### config.mk
export PLATFORM = sky130hd
export DESIGN_NAME = six_channel_moving_average
export DESIGN_NICKNAME = d
export VERILOG_FILES = /design/src/scma_pkg.sv /design/src/scma_div.sv /design/src/six_channel_moving_average.sv
export SDC_FILE = /design/constraint.sdc
export NUM_CORES = 2
export LEC_CHECK = 0
export BUFFER_PORTS_ARGS = -buffer_cell sky130_fd_sc_hd__buf_4
export CAP_MARGIN = 10
export CORE_AREA = 2 2 367 369
export DETAILED_ROUTE_END_ITERATION = 16
export DIE_AREA = 0 0 369 371
export GPL_ROUTABILITY_DRIVEN = 0
export GPL_TIMING_DRIVEN = 1
export PLACE_DENSITY = 0.75
export SYNTH_ARGS = -nofsm -noshare
export SYNTH_HDL_FRONTEND = slang
export SYNTH_SLANG_ARGS = --single-unit
export TNS_END_PERCENT = 1
### constraint.sdc
create_clock -name aclk -period 15.5 [get_ports aclk]
set_input_delay 2.325 -clock aclk [delete_from_list [all_inputs] [get_ports aclk]]
set_output_delay 2.325 -clock aclk [all_outputs]
set_load 0.05 [all_outputs]
### src/scma_pkg.sv
`default_nettype none

package scma_pkg;

    // six coordinate channels of 16 bits each
    localparam int CHANNELS = 6;
    localparam int COORD_W  = 16;

    // one input beat: the new sample
    typedef struct packed {
        logic signed [COORD_W-1:0] centroid_x_in;
        logic signed [COORD_W-1:0] centroid_y_in;
        logic signed [COORD_W-1:0] pivot_x_in;
        logic signed [COORD_W-1:0] pivot_y_in;
        logic signed [COORD_W-1:0] guide_x_in;
        logic signed [COORD_W-1:0] guide_y_in;
    } sample_t;

    // one result beat: the window means
    typedef struct packed {
        logic signed [COORD_W-1:0] centroid_x_avg;
        logic signed [COORD_W-1:0] centroid_y_avg;
        logic signed [COORD_W-1:0] pivot_x_avg;
        logic signed [COORD_W-1:0] pivot_y_avg;
        logic signed [COORD_W-1:0] guide_x_avg;
        logic signed [COORD_W-1:0] guide_y_avg;
    } avg_t;

    // channel view of either struct, same bit order
    typedef logic [CHANNELS-1:0][COORD_W-1:0] coord_vec_t;

endpackage

`default_nettype wire

### src/scma_div.sv
`default_nettype none

module scma_div
    import scma_pkg::*;
#(
    parameter int DIVIDEND_W = 19,
    parameter int DIVISOR_W  = 4
) (
    input  logic                         aclk,
    input  logic                         aresetn,
    input  logic                         start,
    input  logic signed [DIVIDEND_W-1:0] dividend,
    input  logic        [DIVISOR_W-1:0]  divisor,
    output logic                         done,
    output logic        [COORD_W-1:0]    quotient
);

    localparam int STEP_W = $clog2(DIVIDEND_W + 1);

    logic                  busy_reg;
    logic                  done_reg;
    logic [STEP_W-1:0]     step_reg;
    logic                  neg_reg;
    logic [DIVIDEND_W-1:0] quo_reg;
    logic [DIVISOR_W-1:0]  rem_reg;
    logic [DIVISOR_W-1:0]  div_reg;

    logic [DIVISOR_W:0]    rem_shift;
    logic [DIVISOR_W-1:0]  rem_sub;
    logic                  fits;
    logic [DIVISOR_W-1:0]  rem_next;
    logic [DIVIDEND_W-1:0] magnitude;
    logic [COORD_W-1:0]    quo_low;

    // restoring step: bring down one dividend bit and try the subtract
    // when the subtract fits the difference is below the divisor, so the low bits hold it
    assign rem_shift = {rem_reg, quo_reg[DIVIDEND_W-1]};
    assign rem_sub   = rem_shift[DIVISOR_W-1:0] - div_reg;
    assign fits      = (rem_shift >= {1'b0, div_reg});
    assign rem_next  = fits ? rem_sub : rem_shift[DIVISOR_W-1:0];

    // work on the magnitude, restore the sign at the end
    assign magnitude = dividend[DIVIDEND_W-1] ? (DIVIDEND_W'(0) - dividend) : dividend;

    // control
    always_ff @(posedge aclk) begin
        if (!aresetn) begin
            busy_reg <= 1'b0;
            done_reg <= 1'b0;
            step_reg <= '0;
        end else begin
            done_reg <= 1'b0;
            if (start) begin
                busy_reg <= 1'b1;
                step_reg <= STEP_W'(DIVIDEND_W);
            end else if (busy_reg) begin
                step_reg <= step_reg - 1'b1;
                if (step_reg == STEP_W'(1)) begin
                    busy_reg <= 1'b0;
                    done_reg <= 1'b1;
                end
            end
        end
    end

    // datapath: one quotient bit per cycle
    always_ff @(posedge aclk) begin
        if (start) begin
            neg_reg <= dividend[DIVIDEND_W-1];
            quo_reg <= magnitude;
            rem_reg <= '0;
            div_reg <= divisor;
        end else if (busy_reg) begin
            quo_reg <= {quo_reg[DIVIDEND_W-2:0], fits};
            rem_reg <= rem_next;
        end
    end

    // mean always fits in 16 bits, so the low bits carry it
    assign quo_low  = quo_reg[COORD_W-1:0];
    assign quotient = neg_reg ? (COORD_W'(0) - quo_low) : quo_low;
    assign done     = done_reg;

endmodule

`default_nettype wire

### src/six_channel_moving_average.sv
`default_nettype none

// channel  | ports                          | beat
// ---------+--------------------------------+-----------------------------
// input    | s_valid, s_ready, s_sample     | sample_t: six new coordinates
// result   | m_valid, m_ready, m_result     | avg_t: six window means
//
// One sample at a time: accept, ring update, divider load, then the six
// parallel bit-serial dividers; the next sample is accepted only after the
// previous result has been loaded into the output register.
// Running sums subtract the entry being overwritten, read in the cycle before the overwrite.
// Reset clears pointer, fill count and sums; the ring itself is not cleared.
// A stalled result sits in the output register; the next sample is accepted
// meanwhile and its result waits until the register is free.

module six_channel_moving_average
    import scma_pkg::*;
#(
    parameter int WINDOW_DEPTH = 8
) (
    input  logic    aclk,
    input  logic    aresetn,
    input  logic    s_valid,
    output logic    s_ready,
    input  sample_t s_sample,
    output logic    m_valid,
    input  logic    m_ready,
    output avg_t    m_result
);

    localparam int PTR_W = (WINDOW_DEPTH > 1) ? $clog2(WINDOW_DEPTH) : 1;
    localparam int CNT_W = $clog2(WINDOW_DEPTH + 1);
    localparam int SUM_W = COORD_W + $clog2(WINDOW_DEPTH);

    typedef enum logic [2:0] {
        ST_IDLE,
        ST_UPDATE,
        ST_START,
        ST_DIVIDE,
        ST_DELIVER
    } state_t;

    state_t                   state_reg;
    logic                     m_valid_reg;
    avg_t                     m_result_reg;

    sample_t                  ring_mem [WINDOW_DEPTH];
    sample_t                  in_reg;
    sample_t                  old_reg;
    logic [PTR_W-1:0]         wptr_reg;
    logic [PTR_W-1:0]         wptr_next;
    logic [CNT_W-1:0]         fill_reg;
    logic [CNT_W-1:0]         fill_next;
    logic                     full;
    logic signed [SUM_W-1:0]  sum_reg  [CHANNELS];
    logic signed [SUM_W-1:0]  sum_next [CHANNELS];

    coord_vec_t               in_vec;
    coord_vec_t               old_vec;
    coord_vec_t               avg_vec;
    logic [CHANNELS-1:0]      lane_done;
    logic                     in_beat;
    logic                     out_free;
    logic                     result_load;

    assign in_beat  = s_valid && s_ready;
    assign s_ready  = (state_reg == ST_IDLE);
    assign out_free = !m_valid_reg || m_ready;
    assign m_valid  = m_valid_reg;
    assign m_result = m_result_reg;

    // a finished result moves into the output register this cycle
    assign result_load = out_free
                       && (((state_reg == ST_DIVIDE) && (&lane_done))
                           || (state_reg == ST_DELIVER));

    // sequencer and output register
    always_ff @(posedge aclk) begin
        if (!aresetn) begin
            state_reg   <= ST_IDLE;
            m_valid_reg <= 1'b0;
        end else begin
            if (m_ready && !result_load) begin
                m_valid_reg <= 1'b0;
            end
            case (state_reg)
                ST_IDLE: begin
                    if (s_valid) begin
                        state_reg <= ST_UPDATE;
                    end
                end
                ST_UPDATE: begin
                    state_reg <= ST_START;
                end
                ST_START: begin
                    state_reg <= ST_DIVIDE;
                end
                ST_DIVIDE: begin
                    if (&lane_done) begin
                        if (out_free) begin
                            m_valid_reg  <= 1'b1;
                            m_result_reg <= avg_t'(avg_vec);
                            state_reg    <= ST_IDLE;
                        end else begin
                            state_reg <= ST_DELIVER;
                        end
                    end
                end
                ST_DELIVER: begin
                    if (out_free) begin
                        m_valid_reg  <= 1'b1;
                        m_result_reg <= avg_t'(avg_vec);
                        state_reg    <= ST_IDLE;
                    end
                end
                default: begin
                    state_reg <= ST_IDLE;
                end
            endcase
        end
    end

    // sample ring: read the slot about to be overwritten, write it next cycle
    always_ff @(posedge aclk) begin
        if (in_beat) begin
            in_reg  <= s_sample;
            old_reg <= ring_mem[wptr_reg];
        end
        if (state_reg == ST_UPDATE) begin
            ring_mem[wptr_reg] <= in_reg;
        end
    end

    // pointer and fill count
    assign full      = (fill_reg == CNT_W'(WINDOW_DEPTH));
    assign wptr_next = (wptr_reg == PTR_W'(WINDOW_DEPTH - 1)) ? '0 : wptr_reg + 1'b1;
    assign fill_next = full ? fill_reg : fill_reg + 1'b1;

    // running sums: add the new sample, drop the oldest once the window is full
    assign in_vec  = coord_vec_t'(in_reg);
    assign old_vec = coord_vec_t'(old_reg);

    always_comb begin
        for (int c = 0; c < CHANNELS; c++) begin
            sum_next[c] = sum_reg[c] + SUM_W'($signed(in_vec[c]))
                        - (full ? SUM_W'($signed(old_vec[c])) : SUM_W'(0));
        end
    end

    always_ff @(posedge aclk) begin
        if (!aresetn) begin
            wptr_reg <= '0;
            fill_reg <= '0;
            for (int c = 0; c < CHANNELS; c++) begin
                sum_reg[c] <= '0;
            end
        end else if (state_reg == ST_UPDATE) begin
            wptr_reg <= wptr_next;
            fill_reg <= fill_next;
            for (int c = 0; c < CHANNELS; c++) begin
                sum_reg[c] <= sum_next[c];
            end
        end
    end

    // one serial divider per channel, run in lockstep
    for (genvar g = 0; g < CHANNELS; g++) begin : g_lane
        scma_div #(
            .DIVIDEND_W (SUM_W),
            .DIVISOR_W  (CNT_W)
        ) u_div (
            .aclk     (aclk),
            .aresetn  (aresetn),
            .start    (state_reg == ST_START),
            .dividend (sum_reg[g]),
            .divisor  (fill_reg),
            .done     (lane_done[g]),
            .quotient (avg_vec[g])
        );
    end

endmodule

`default_nettype wire

==> impl_metrics.ini <==
[die]
io_pins = 198
core_um2 = 133000
die_w_um = 369
die_area_um2 = 137000
rows = 134
die_h_um = 371
start_util_pct = 47.7

[final_layout]
num-fill-cells = 10700
nets = 5382
largest_register_ffs = 768
syn2layout_area_growth_pct = 12.3
fin_cells = 6869
diodes = 0
drive_gt1_share_pct = 11.1

[logic_synthesis]
yosysTopAreaCell = edfxtp_1
syn-cell-area_um2 = 63400
async_flop_share_pct = 0
synth_xor_area_share_pct = 3.91
synth_edf_count = 1294
yosys.area_share.simple_pct = 7.99
synth_top_area_share_pct = 61.3
synth-seq-area-share_pct = 63.7
muxShareOfSynthArea_pct = 2.81
synth_top_family_by_area = compound AO/OA/AOI/OAI gates
syn_inst = 4804
ys_types = 74
synthAdderAreaFrac_pct = 6.99
synth_compound_area_share_pct = 10.4
synth-main-ff-cell = edfxtp_1
synth_area_leaders = edfxtp_1 61%, fa_1 3.6%, ha_1 3.4%
yosysWarnings = 0
synth-seq-cells = 1371
syn-num-nets = 5190
syn-mean-instance-area_um2 = 13.2

[hold_path]
min_path_type = reg -> reg

[worst_setup_path]
required_ps = 16090
endpoint_kind = register
setup.worst_path.start_class = register
cp.arrival_ps = 5260
timing_worst_setup_path_type = reg -> reg
cp_max_fo = 61

[clock_network]
worstSkewPairLatency_ps = 790
cts_buffer_depth = 3
cts_repair_resize_count = 0
cts-buffers-inserted = 136
cts_setup_buffers = 0
ctsHtreeMaxLevel = 4
cts_tree = done
clock_sinks = 1371
cts_root_buffer = clkbuf_16
path_clk_slew_ps = 60
hold_buffers = 0

[grt]
grt_max_degree = 93
track_usage_pct = 22.5
grt_overflow_total = 0
antenna_found_initial = 3
grt_pass1_wl_mm = 234
grt_pass1_vias = 38000

[run_status]
status = complete, no violations

[routing]
drc = 0
wl_per_cell_um = 22.6
first_pass_iters = 6
drt_iter0_markers = 4474
finalWirelength_mm = 155
ant_nets = 0
vias = 39500
vias_per_cell = 5.76

[timing]
period_needed_ps = 4670
finalSetupViolCount = 0
fin_skew_ps = 46.7
rsz0062_at_grt = no
fmax_mhz = 214
max_slew_margin_pct = 16.3
tns_ps = 0
hold_viol = 0
period_share_pct = 30.1
tightest_slew_ps = 1250
finalMaxSlewViolations = 0

[power]
ir_worst_vdd_mv = 0.118
power_density_nw_per_um2 = 134
total_leakage_power_nw = 25.7

[place]
port_buffers = 197
dpl.cell_count = 6626
place_hpwl_mm = 103

[job]
drv_cap = 0
report_power, final:
group / switching, mW / internal, mW / total (mW)
sequential: 0.228 / 4.36 / 4.59
clock: 1.39 / 1.82 / 3.21
combinational: 1.02 / 0.697 / 1.72
critical path, stage by stage (launching register included):
cell and delay, ps:
dfxtp_1 340, inv_1 110, ha_1 140, and3b_2 530, buf_4 510, and2_1 200, ha_1 110, inv_1 40
ha_1 220, fa_1 460, a21o_1 190, a221oi_1 410, a21oi_1 200, a211o_1 400, a311oi_1 340, mux2i_1 240
cell families after synthesis:
group | count (synthesis)
compound gates | 991
xor+xnor | 283
fa+ha+maj | 286
buf+inv | 697
flops | 1371
mux | 146
simple gates | 1030
cells in the final DEF (no fill, tap or decap), drive strengths merged, types with 48 or more instances in the layout:
cell type,instances
edfxtp,1294
inv,506
nand2,313
o21ai,264
buf,249
xnor2,244
nor2,216
a21oi,179
clkbuf,175
ha,172
a22oi,131
and2,118
fa,114
a221oi,94
dfxtp,77
nand3,75
mux2,64
mux2i,63
nor3,60
nand4,54
a21o,51
clkinv,50
o31ai,48
final timing paths:
check	start	endpoint	slack, ps	cells past startpoint
setup / recovery	fill_reg[0]$_SDFFE_PN0P_	sum_reg[2][18]$_SDFFCE_PN0P_	10830	15
hold / removal	fill_reg[3]$_SDFFE_PN0P_	g_lane[1].u_div.div_reg[3]$_DFFE_PP_	480	0
setup reg to reg	fill_reg[0]$_SDFFE_PN0P_	sum_reg[2][18]$_SDFFCE_PN0P_	10830	15
hold reg to reg	fill_reg[3]$_SDFFE_PN0P_	g_lane[1].u_div.div_reg[3]$_DFFE_PP_	480	0
Yosys cell counts (63+ instances only):
cell	number
mux2i_1	63
dfxtp_1	77
a22oi_1	131
ha_1	172
clkbuf_1	169
a21oi_1	179
edfxtp_1	1294
nor2_1	216
o21ai_0	262
xnor2_1	244
fa_1	114
and2_1	118
nand2_1	313
inv_1	500
nand3_1	75
mux2_2	64
a221oi_1	94
metrics by stage:
stage	area, um2	hold slack (ps)	utilization (%)	power (mW)	worst slack, ps
floorplan	63400	424	-	5.87	4320
global placement	66900	445	50.4	6.30	10730
detailed placement	66900	465	50.4	6.36	10680
CTS	71200	485	53.6	9.55	10840
global route	71200	505	53.6	9.93	10470
finish	71200	484	53.6	9.52	10830
layout make-up:
cell class	count	area [um2]	share of cell area (%)
clock buffers	175	3630	5.10
clock inverters	68	707	0.992
inverters	502	1880	2.65
multi-input cells	2736	20500	28.8
flip-flops and latches	1371	40400	56.7
well taps	1768	2210	3.11
repair buffers	249	1870	2.62
routing by layer:
| layer | track usage [%] | up-vias | share of wire, % |
|---|---|---|---|
| li1 | - | 18000 | - |
| met1 | 32.2 | 19300 | 42 |
| met2 | 34.1 | 1945 | 45 |
| met3 | 4.71 | 269 | 10 |
| met4 | 7.83 | 4 | 3.0 |
| met5 | 0 | - | 0.017 |
Note: power is estimated with default switching activity, not from simulation.
